$ cat src/hw/rtl/pvc_pkg.sv
package pvc_pkg;

    localparam logic [31:0] LIM_1B = 32'h0000_007f;
    localparam logic [31:0] LIM_2B = 32'h0000_3fff;
    localparam logic [31:0] LIM_3B = 32'h001f_ffff;
    localparam logic [31:0] LIM_4B = 32'h0fff_ffff;

    localparam logic [7:0] LEAD_2B = 8'h80;
    localparam logic [7:0] LEAD_3B = 8'hc0;
    localparam logic [7:0] LEAD_4B = 8'he0;
    localparam logic [7:0] LEAD_5B = 8'hf0;

    localparam logic MODE_ENC = 1'b0;
    localparam logic MODE_DEC = 1'b1;

    typedef struct packed {
        logic        emit;
        logic [31:0] value;
        logic [2:0]  len;
    } t_dec_res;

    function automatic logic [2:0] enc_len(input logic [31:0] v);
        logic [2:0] n;
        if (v <= LIM_1B) begin
            n = 3'd1;
        end else if (v <= LIM_2B) begin
            n = 3'd2;
        end else if (v <= LIM_3B) begin
            n = 3'd3;
        end else if (v <= LIM_4B) begin
            n = 3'd4;
        end else begin
            n = 3'd5;
        end
        return n;
    endfunction

    // byte idx (0 = lead) of an n-byte code
    function automatic logic [7:0] enc_byte(input logic [31:0] v, input logic [2:0] n,
                                            input logic [2:0] idx);
        logic [7:0] b;
        logic [2:0] sel;
        sel = n - 3'd1 - idx;
        if (idx == 3'd0) begin
            case (n)
                3'd1:    b = v[7:0];
                3'd2:    b = LEAD_2B | {2'b00, v[13:8]};
                3'd3:    b = LEAD_3B | {3'b000, v[20:16]};
                3'd4:    b = LEAD_4B | {4'h0, v[27:24]};
                default: b = LEAD_5B;
            endcase
        end else begin
            case (sel)
                3'd0:    b = v[7:0];
                3'd1:    b = v[15:8];
                3'd2:    b = v[23:16];
                default: b = v[31:24];
            endcase
        end
        return b;
    endfunction

endpackage

$ cat src/hw/rtl/pvc_dec.sv
module pvc_dec (
    input  logic              i_clk,
    input  logic              i_rst_n,
    input  logic              i_step,
    input  logic [7:0]        i_byte,
    output pvc_pkg::t_dec_res o_res
);

    logic [2:0]  r_bytes_left, n_bytes_left;
    logic [31:0] r_partial,    n_partial;
    logic [2:0]  r_dec_len,    n_dec_len;
    logic [31:0] shifted;

    assign shifted = {r_partial[23:0], i_byte};

    always_comb begin
        n_bytes_left = r_bytes_left;
        n_partial    = r_partial;
        n_dec_len    = r_dec_len;
        o_res.emit   = 1'b0;
        o_res.value  = 32'd0;
        o_res.len    = 3'd1;
        if (r_bytes_left == 3'd0) begin
            if (!i_byte[7]) begin
                o_res.emit  = 1'b1;
                o_res.value = {24'd0, i_byte};
                o_res.len   = 3'd1;
            end else begin
                if (!i_byte[6]) begin
                    n_partial = {26'd0, i_byte[5:0]};
                    n_dec_len = 3'd2;
                end else if (!i_byte[5]) begin
                    n_partial = {27'd0, i_byte[4:0]};
                    n_dec_len = 3'd3;
                end else if (!i_byte[4]) begin
                    n_partial = {28'd0, i_byte[3:0]};
                    n_dec_len = 3'd4;
                end else begin
                    n_partial = 32'd0;
                    n_dec_len = 3'd5;
                end
                n_bytes_left = n_dec_len - 3'd1;
            end
        end else begin
            n_partial    = shifted;
            n_bytes_left = r_bytes_left - 3'd1;
            if (r_bytes_left == 3'd1) begin
                o_res.emit  = 1'b1;
                o_res.value = shifted;
                o_res.len   = r_dec_len;
            end
        end
    end

    always_ff @(posedge i_clk) begin
        if (!i_rst_n) begin
            r_bytes_left <= 3'd0;
            r_partial    <= 32'd0;
            r_dec_len    <= 3'd0;
        end else if (i_step) begin
            r_bytes_left <= n_bytes_left;
            r_partial    <= n_partial;
            r_dec_len    <= n_dec_len;
        end
    end

endmodule

$ cat src/hw/rtl/prefix_varint_codec.sv
// Channel  Dir  Handshake                 Payload
// cfg      in   i_cfg_we                  i_cfg_wdata (direction_mode)
// in       in   i_in_valid / o_in_stall   i_value_in, i_byte_in
// out      out  o_out_valid / i_out_stall o_byte_out, o_last_byte, o_value_out, o_code_length
//
// Decode: one byte a cycle unless the output stalls a completing byte; the result
// passes the input register, then the output register. Encode: a code stays in the
// input register while its bytes drain one per unstalled cycle; the next value enters as the last byte leaves.
// Output register takes a new beat whenever it is empty or being taken.
// Reset is synchronous; it clears the mode, decode state and both valid flags.
module prefix_varint_codec (
    input  logic        i_clk,
    input  logic        i_rst_n,
    input  logic        i_cfg_we,
    input  logic        i_cfg_wdata,
    input  logic        i_in_valid,
    output logic        o_in_stall,
    input  logic [31:0] i_value_in,
    input  logic [7:0]  i_byte_in,
    output logic        o_out_valid,
    input  logic        i_out_stall,
    output logic [7:0]  o_byte_out,
    output logic        o_last_byte,
    output logic [31:0] o_value_out,
    output logic [2:0]  o_code_length
);

    logic        r_dir;
    logic        r_busy;
    logic        r_mode;
    logic [31:0] r_val;
    logic [2:0]  r_len;
    logic [2:0]  r_idx;
    logic        r_ovalid;
    logic [7:0]  r_obyte;
    logic        r_olast;
    logic [31:0] r_ovalue;
    logic [2:0]  r_olen;

    pvc_pkg::t_dec_res dec_res;
    logic              out_free;
    logic              enc_last;
    logic              emit;
    logic              fire;
    logic              stage_done;
    logic              dec_step;
    logic              in_take;

    pvc_dec u_dec (
        .i_clk   (i_clk),
        .i_rst_n (i_rst_n),
        .i_step  (dec_step),
        .i_byte  (r_val[7:0]),
        .o_res   (dec_res)
    );

    always_comb begin
        out_free   = !r_ovalid || !i_out_stall;
        enc_last   = (r_idx == (r_len - 3'd1));
        emit       = r_busy && ((r_mode == pvc_pkg::MODE_DEC) ? dec_res.emit : 1'b1);
        fire       = emit && out_free;
        dec_step   = r_busy && (r_mode == pvc_pkg::MODE_DEC) && (!dec_res.emit || out_free);
        stage_done = r_busy && ((r_mode == pvc_pkg::MODE_DEC) ? (!dec_res.emit || out_free)
                                                              : (out_free && enc_last));
        in_take    = i_in_valid && (!r_busy || stage_done);
        o_in_stall = r_busy && !stage_done;
    end

    always_ff @(posedge i_clk) begin
        if (!i_rst_n) begin
            r_dir    <= pvc_pkg::MODE_ENC;
            r_busy   <= 1'b0;
            r_ovalid <= 1'b0;
        end else begin
            if (i_cfg_we) begin
                r_dir <= i_cfg_wdata;
            end
            if (in_take) begin
                r_busy <= 1'b1;
            end else if (stage_done) begin
                r_busy <= 1'b0;
            end
            if (fire) begin
                r_ovalid <= 1'b1;
            end else if (!i_out_stall) begin
                r_ovalid <= 1'b0;
            end
        end
    end

    always_ff @(posedge i_clk) begin
        if (in_take) begin
            r_mode <= r_dir;
            r_val  <= (r_dir == pvc_pkg::MODE_DEC) ? {24'd0, i_byte_in} : i_value_in;
            r_len  <= pvc_pkg::enc_len(i_value_in);
            r_idx  <= 3'd0;
        end else if (fire && (r_mode == pvc_pkg::MODE_ENC)) begin
            r_idx <= r_idx + 3'd1;
        end
        if (fire) begin
            if (r_mode == pvc_pkg::MODE_DEC) begin
                r_obyte  <= 8'd0;
                r_olast  <= 1'b0;
                r_ovalue <= dec_res.value;
                r_olen   <= dec_res.len;
            end else begin
                r_obyte  <= pvc_pkg::enc_byte(r_val, r_len, r_idx);
                r_olast  <= enc_last;
                r_ovalue <= 32'd0;
                r_olen   <= r_len;
            end
        end
    end

    assign o_out_valid   = r_ovalid;
    assign o_byte_out    = r_obyte;
    assign o_last_byte   = r_olast;
    assign o_value_out   = r_ovalue;
    assign o_code_length = r_olen;

endmodule

$ cat config.mk
export PLATFORM = sky130hd
export DESIGN_NAME = prefix_varint_codec
export DESIGN_NICKNAME = d
export VERILOG_FILES = /design/src/hw/rtl/pvc_pkg.sv /design/src/hw/rtl/pvc_dec.sv /design/src/hw/rtl/prefix_varint_codec.sv
export SDC_FILE = /design/constraint.sdc
export NUM_CORES = 1
export LEC_CHECK = 0
export BUFFER_PORTS_ARGS = -buffer_cell sky130_fd_sc_hd__buf_4
export CAP_MARGIN = 20
export CORE_MARGIN = 10
export CORE_UTILIZATION = 35
export DETAILED_ROUTE_END_ITERATION = 7
export SLEW_MARGIN = 0
export SYNTH_ARGS = -nofsm -noshare
export SYNTH_HDL_FRONTEND = slang
export SYNTH_HIERARCHICAL = 1
export SYNTH_SLANG_ARGS = --single-unit
$ cat constraint.sdc
create_clock -name i_clk -period 4.3 [get_ports i_clk]
set_input_delay 0.645 -clock i_clk [delete_from_list [all_inputs] [get_ports i_clk]]
set_output_delay 0.645 -clock i_clk [all_outputs]
set_load 0.05 [all_outputs]
## Yosys cells after proc, flatten, opt, wreduce, memory -nomap -nowiden

Cells that the tools add are included.

| operators by class | value |
|---|---|
| reductions and logical operators | 24 |
| $add $sub $neg | 5 |
| equal/unequal tests | 10 |
| magnitude comparators | 4 |
| bitwise logic cells | 1 |
| multiplexer cells | 29 |

Operator list:

| operator | count |
|---|---|
| 36-bit 2-to-1 mux | 3 |
| 24-bit 2-to-1 mux | 3 |
| 32-bit by 14-bit <= comparator with 1-bit output, second input constant | 1 |
| 32-bit by 21-bit <= comparator with 1-bit output, second input constant | 1 |
| 32-bit by 28-bit <= comparator with 1-bit output, second input constant | 1 |
| 32-bit by 7-bit <= comparator with 1-bit output, second input constant | 1 |
| 8-bit case mux with 4 select lines | 1 |
| 8-bit case mux with 3 select lines | 1 |
| 3-bit 2-to-1 mux | 7 |
| 8-bit 2-to-1 mux | 2 |
| 3-bit by 1-bit equality test with 1-bit output, second input constant | 3 |
| 3-bit by 2-bit equality test with 1-bit output, second input constant | 3 |
| 1-bit logical AND | 9 |
| 3-bit logical NOT | 3 |
| 3-bit by 1-bit subtractor with 3-bit output, second input constant | 3 |
| 1-bit 2-to-1 mux | 8 |
| 1-bit logical NOT | 5 |
| 5-bit 2-to-1 mux | 1 |
| 2-bit 2-to-1 mux | 2 |
| 4-bit 2-to-1 mux | 1 |
| 3-bit by 1-bit adder with 3-bit output, second input constant | 1 |
| 3-bit equality test | 1 |
| 3-bit equality test, second input constant | 1 |
| 1-bit logical OR | 3 |
| other kinds (8) | 8 |

| storage, ports and cells | value |
|---|---|
| register bits after elaboration | 116 |

## Depth between registers and ports, before layout

Gate-level depths: netlist (run 1).

| depth | value |
|---|---|
| word-level depth | 10 |
| mapped depth | 11 |
| mapped depth without buffers | 8 |

## Cells and area by module

Netlist (run 1), hierarchy kept.

By module, submodules not included:

| module | area an instance (um2) | instances | cells each |
|---|---|---|---|
| prefix_varint_codec | 4052.6 | 1 | 299 |
| pvc_dec | 1611.5 | 1 | 200 |

## Least setup slack after synthesis (run 1)

No wires, ideal clock.

| timing | value |
|---|---|
| kind | register to register |
| start point | register u_dec.r_bytes_left[0] |
| end point | register r_obyte[0] (netlist: o_byte_out[0]), enable pin |
| period minus slack after synthesis | 3886 ps |
| required time | 3840 ps |
| setup time | 460 ps |
| stages on the path, launching flop included | 8 |
| arrival time | 3426 ps |
| slack | 414 ps |
| path buffers | 1 |
| path through | dfxtp_1 > inv_1 > ha_1 > buf_4 > nand2b_4 > a21oi_2 > o21ai_0 > a21oi_1 |

RTL lines:

| what | line | RTL |
|---|---|---|
| start, declared | pvc_dec.sv:9 | `logic [2:0] r_bytes_left, n_bytes_left;` |
| start signal, assigned | pvc_dec.sv:61 | `r_bytes_left <= n_bytes_left;` |
| end signal, assigned | prefix_varint_codec.sv:107 | `r_obyte <= pvc_pkg::enc_byte(r_val, r_len, r_idx);` |
| end, declared | prefix_varint_codec.sv:35 | `logic [7:0] r_obyte;` |

==> results of run 1 <==
## worst max-delay path, delay by kind of cell (launching register included)
family / cells / cell delay (ns)
flops: 1 / 0.32
buf+inv: 2 / 0.63
compound gates: 4 / 1.47
fa+ha+maj: 1 / 0.38
simple gates: 1 / 0.23
## state kept, by name (all words and copies together), names as in the netlist
name	count
r_val	32
r_len	3
r_idx	3
u_dec/r_dec_len	3
o_out_valid	1
o_code_length	3
o_value_out	32
u_dec/r_partial	24
r_busy	1
r_dir	1
o_byte_out	8
u_dec/r_bytes_left	3
r_mode	1
o_last_byte	1
## cells in the final DEF, fill, tap and decap left out, types with 4 or more instances in the layout
cell and n:
sky130_fd_sc_hd__buf_4 94, sky130_fd_sc_hd__edfxtp_1 80, sky130_fd_sc_hd__and2_1 67, sky130_fd_sc_hd__dfxtp_1 36, sky130_fd_sc_hd__nor2b_1 29, sky130_fd_sc_hd__o21ai_0 27
sky130_fd_sc_hd__nand2_1 23, sky130_fd_sc_hd__a21oi_1 23, sky130_fd_sc_hd__nand3_1 22, sky130_fd_sc_hd__clkbuf_16 17, sky130_fd_sc_hd__inv_1 14, sky130_fd_sc_hd__ha_1 14
sky130_fd_sc_hd__mux2_2 12, sky130_fd_sc_hd__nor2_1 11, sky130_fd_sc_hd__a31oi_1 9, sky130_fd_sc_hd__mux2i_1 9, sky130_fd_sc_hd__nand2b_1 8, sky130_fd_sc_hd__o22ai_1 8
sky130_fd_sc_hd__nor4_1 5, sky130_fd_sc_hd__a2bb2oi_1 5, sky130_fd_sc_hd__o32ai_1 5, sky130_fd_sc_hd__a222oi_1 5, sky130_fd_sc_hd__o21ai_1 4, sky130_fd_sc_hd__clkbuf_1 4
sky130_fd_sc_hd__o2111ai_1 4
## final timing paths
path	slack, ns	depth (start not counted)	startpoint	endpoint
setup / recovery	1.17	8	u_dec/r_bytes_left[0]$_SDFFE_PN0P_	u_dec/r_partial[1]$_SDFFE_PN0P_
hold / removal	0.46	2	i_in_valid	r_busy$_SDFFE_PN0P_
setup reg to reg	1.17	8	u_dec/r_bytes_left[0]$_SDFFE_PN0P_	u_dec/r_partial[1]$_SDFFE_PN0P_
hold reg to reg	0.47	2	u_dec/r_dec_len[0]$_SDFFE_PN0P_	u_dec/r_dec_len[0]$_SDFFE_PN0P_
## where the power goes
group	internal, mW	leakage [nW]	total (mW)	switching (mW)
Combinational	0.166	1.39	0.446	0.279
Sequential	1.26	1.06	1.30	0.0383
Clock	0.819	0.258	1.30	0.482
## final cells by class
type                            instances  area, um^2  share of cell area [%]
Clock buffer                           23         468                    6.60
Tap cell                              216         270                    3.81
Sequential cell                       116        3120                    44.0
Multi-Input combinational cell        336        2360                    33.3
Timing Repair Buffer                   95         733                    10.3
Clock inverter                          9        82.6                    1.16
Inverter                               15        56.3                   0.794
## layer usage
layer	track usage [%]	share of wire, %	up-vias
li1	-	-	1987
met1	14.3	42	1898
met2	20.6	49	152
met3	4.76	6.7	29
met4	6.79	3.1	0
met5	0	0	-
## kinds of logic (layout without fill, tap and decap cells)
group | count (synthesis) | after routing
flops | 116 | 116
fa+ha+maj | 15 | 15
mux | 21 | 21
compound gates | 111 | 111
xor+xnor | 6 | 6
simple gates | 183 | 183
buf+inv | 47 | 142
==> results.toml, run 1 <==
[sta]
highest_clock_rate_ghz = 0.319
fin_tns_setup_ns = 0
timing.final.max_slew_violations = 0
post-route-min-period_ns = 3.13
maxSlewHeadroom_pct = 43.9
finalCritPeriodShare_pct = 72.9
fin_worst_skew_ns = 0.00985
tightest_slew_ns = 0.841
report.final.hold_viol_count = 0
worst_hold_slack_ns = 0.463
finalSetupViolCount = 0
setup_ws_ns = 1.17
grt_setup_unrepaired = "false"

[route]
drt_first_pass_iters = 5
drt-vias-per-instance = 5.02
detail_route.wl_per_cell_um = 16.7
postRouteWirelength_um = 13500
detail-route-antenna-nets = 0
count_of_unresolved_drc_violations_after_routing = 0
drt_first_iter_violations = 358
routed_vias = 4066

[global_route]
grt_overflow = 0
grt_pass1_vias = 4290
antenna_found_initial = 0
grt_max_degree = 46
grtUsageTotal_pct = 12.8
grt_pass1_wl_um = 22000

[synth]
synth_mux_area_share_pct = 3.98
synth_compound_gate_area_share_pct = 13.2
ys_async_sr_fraction_pct = 0
synthSimpleGateAreaFrac_pct = 19.2
yosysTopAreaCellShare_pct = 42.4
synth_largest_area_cell = "sky130_fd_sc_hd__edfxtp_1"
syn_area_per_cell_um2 = 11.4
ys_types = 61
synth_xor_area_share_pct = 1.52
synth_top_family_by_area = "simple AND/OR/NAND/NOR gates"
yosys.area_share.adder_pct = 3.45
yosys_most_used_dff = "sky130_fd_sc_hd__edfxtp_1"
synth.yosys.warnings = 6
synth_area_um2 = 5660
syn_nets = 560
postSynthRegisterBits = 116
yosys-top-cells-count = "sky130_fd_sc_hd__edfxtp_1, sky130_fd_sc_hd__and2_1, sky130_fd_sc_hd__dfxtp_1, sky130_fd_sc_hd__nor2b_1, sky130_fd_sc_hd__o21ai_0"
synth.yosys.seq_area_share_pct = 55.1
synth-edff-count = 80
synth_area_leaders = "sky130_fd_sc_hd__edfxtp_1, sky130_fd_sc_hd__dfxtp_1, sky130_fd_sc_hd__and2_1"
synthMostInstantiatedCell = "sky130_fd_sc_hd__edfxtp_1"
netlist_instances = 499

[clocking]
cts-buffers-inserted = 17
cts_resized = 0
post_cts_clock_slew_at_the_launch_and_capture_registers_of_the_worst_setup_and_hold_paths_ns = 0.05
clk_root_buffer_cell = "sky130_fd_sc_hd__clkbuf_16"
cts.hold.buffers_added = 0
cts_tree = "yes"
htreeDepth = 4
clk_latency_ns = 0.42
cts_sinks = 116
cts_buffer_depth = 2
post-cts-setup-buffers = 0

[floorplan]
die_width_um = 147
die_h_um = 147
die_area_um2 = 21700
initial_core_util_pct = 35.7
boundaryPins = 92
core-area_um2 = 15900
rows = 46

[placement]
io_buffers = 91
dp.cells = 777
gp_congestion = 0.815
post_dp_cell_area_um2 = 6520
detailedPlacementHpwl_um = 9750
pre_cts_slack_ns = 1.18

[power_and_ir_drop]
post-layout-total-power_mw = 3.05
pwr_density_cell_nw_per_um2 = 430
irDropWorstVdd_mv = 0.279
static-leakage-power_nw = 2.70

[cells_and_area]
fill_cells = 1542
antenna-diode-count = 0
fin_area_um2 = 7090
layout-drive-gt1-share_pct = 25.6
fin_nets = 642
finished_layout_cells = 810
final_util_pct = 44.7
layout-area-overhead-vs-synth_pct = 25.2

[setup_path]
cp_data_arrival_time_ns = 3.46
crit_path_frequent_cell = "sky130_fd_sc_hd__inv_1"
critPathSlowestCell = "sky130_fd_sc_hd__a311oi_2"
end_kind = "register"
timing.critical_path.fanout_max = 24
slowest_delay_ns = 0.72
cp_cell_sequence = "inv_1, ha_1, nand2b_4, a21oi_2, a311oi_2, inv_1, a311o_1, o22ai_1"
timing_worst_setup_path_type = "register to register"
endpoint_required_time_on_the_critical_path_ns = 4.63
timing.critical_path.from_type = "register"

[worst_hold_path]
min-delay-path-class = "input port to register"

[run]
max-cap-violations = 0

[run_status]
outcome = "completed"
No activity file was read; power rests on OpenSTA's default activity.
==> inputs of run 2 (changes only) <==
- clock period: 4.3 -> 2.5 ns (I/O delays scaled with it)
==> results.toml, run 2 (synthesis gave the netlist of run 1 again) <==
[route]
detail-route-antenna-nets = 0
drt_first_pass_iters = 7
drt_first_iter_violations = 374
detail_route.wl_per_cell_um = 16.4
drt-vias-per-instance = 4.92
top_layer_used = "met4"
wl_met3_um = 698
count_of_unresolved_drc_violations_after_routing = 0
routed_vias = 4091
routedLengthMet1_um = 6010
postRouteWirelength_um = 13700
met2_wirelength_um = 6800

[setup_path]
end_kind = "output pin"
cp_data_arrival_time_ns = 1.99
timing.critical_path.fanout_max = 4
timing.critical_path.from_type = "register"
endpoint_required_time_on_the_critical_path_ns = 2.12
timing_worst_setup_path_type = "register to output pin"

[cells_and_area]
fill_cells = 1524
fin_nets = 664
layout_commonest_cell = "sky130_fd_sc_hd__buf_4"
layout-area-overhead-vs-synth_pct = 29.3
antenna-diode-count = 0
fin_area_um2 = 7320
mostFrequentLayoutCells = "sky130_fd_sc_hd__buf_4, sky130_fd_sc_hd__edfxtp_1, sky130_fd_sc_hd__and2_1, sky130_fd_sc_hd__dfxtp_1, sky130_fd_sc_hd__nor2b_1"
layout-drive-gt1-share_pct = 29.5
finished_layout_cells = 832

[floorplan]
die_area_um2 = 21700
initial_core_util_pct = 35.7
die_width_um = 147
rows = 46
core-area_um2 = 15900
boundaryPins = 92
die_h_um = 147

[sta]
timing.final.max_slew_violations = 0
grt_setup_unrepaired = "false"
setup_ws_ns = 0.132
fin_worst_skew_ns = 0.00637
post-route-min-period_ns = 2.37
fin_tns_setup_ns = 0
finalCritPeriodShare_pct = 94.7
highest_clock_rate_ghz = 0.422
tightest_slew_ns = 0.552
report.final.hold_viol_count = 0
finalSetupViolCount = 0
maxSlewHeadroom_pct = 62.2

[global_route]
grt_max_degree = 40
grtUsageTotal_pct = 12.8
grt_overflow = 0
grt_pass1_wl_um = 21900
grt_pass1_vias = 4310
antenna_found_initial = 0

[placement]
gp_congestion = 0.814
detailedPlacementHpwl_um = 10200
pre_cts_slack_ns = -0.0100
dp.cells = 796
post_dp_cell_area_um2 = 6670
io_buffers = 91

[clocking]
cts_buffer_depth = 2
clk_root_buffer_cell = "sky130_fd_sc_hd__clkbuf_16"
post_cts_clock_slew_at_the_launch_and_capture_registers_of_the_worst_setup_and_hold_paths_ns = 0.05
cts.hold.buffers_added = 0
cts-buffers-inserted = 17
cts_tree = "yes"
clk_latency_ns = 0.41
cts_sinks = 116
htreeDepth = 4

[run]
max-cap-violations = 0

[power_and_ir_drop]
static-leakage-power_nw = 2.83
pwr_density_cell_nw_per_um2 = 745
post-layout-total-power_mw = 5.45
irDropWorstVdd_mv = 0.487

[worst_hold_path]
min-delay-path-class = "input port to register"

[run_status]
outcome = "completed"
## run 2: what timing repair did
item,4_1_cts,5_1_grt
pin swaps,1,2
gates resized for setup,3,7
buffers inserted,2,2
endpoints found under the hold margin,0,0
setup endpoints to repair,3,6
## run 2: cell type report
type / count / area, um^2 / share of cell area, %
clock buffer: 21 / 450 / 6.15
sequential: 116 / 3120 / 42.7
inverter: 15 / 56.3 / 0.769
timing repair buffer: 117 / 895 / 12.2
clock inverter: 11 / 135 / 1.85
tap: 216 / 270 / 3.69
multi-input combinational: 336 / 2390 / 32.7
## run 2: where the power goes
group          switching [mW]  internal (mW)
clock                   0.825           1.58
sequential             0.0608           2.17
combinational           0.492          0.324
## run 2: layer usage
metal,up-vias,GRT usage (%)
met5,-,0
met4,0,4.41
met3,13,4.30
met2,123,22.0
met1,1921,14.4
li1,2034,-
## run 2: through the flow
stage / hold WS (ns) / util [%]
3_5_place_dp: 0.462 / 42.0
2_1_floorplan: 0.432 / -
3_3_place_gp: 0.455 / 42.0
5_1_grt: 0.209 / 46.1
4_1_cts: 0.178 / 45.8
6_report: 0.203 / 46.1
## run 2: worst paths after layout
check | slack [ns] | end | start | depth (start not counted)
hold reg to reg | 0.47 | u_dec/r_dec_len[0]$_SDFFE_PN0P_ | u_dec/r_dec_len[0]$_SDFFE_PN0P_ | 2
setup reg to reg | 0.18 | o_byte_out[5]$_SDFFCE_PP0P_ | r_len[0]$_SDFFCE_PP1P_ | 7
setup / recovery | 0.13 | o_in_stall | r_len[0]$_SDFFCE_PP1P_ | 6
hold / removal | 0.20 | r_busy$_SDFFE_PN0P_ | i_in_valid | 2
## run 2: worst max-delay path: stages, from the launching register on
cell,delay [ns]
sky130_fd_sc_hd__edfxtp_1,0.40
sky130_fd_sc_hd__inv_2,0.12
sky130_fd_sc_hd__ha_2,0.21
sky130_fd_sc_hd__xnor3_2,0.26
sky130_fd_sc_hd__a31oi_1,0.22
sky130_fd_sc_hd__o21a_1,0.20
sky130_fd_sc_hd__buf_6,0.18
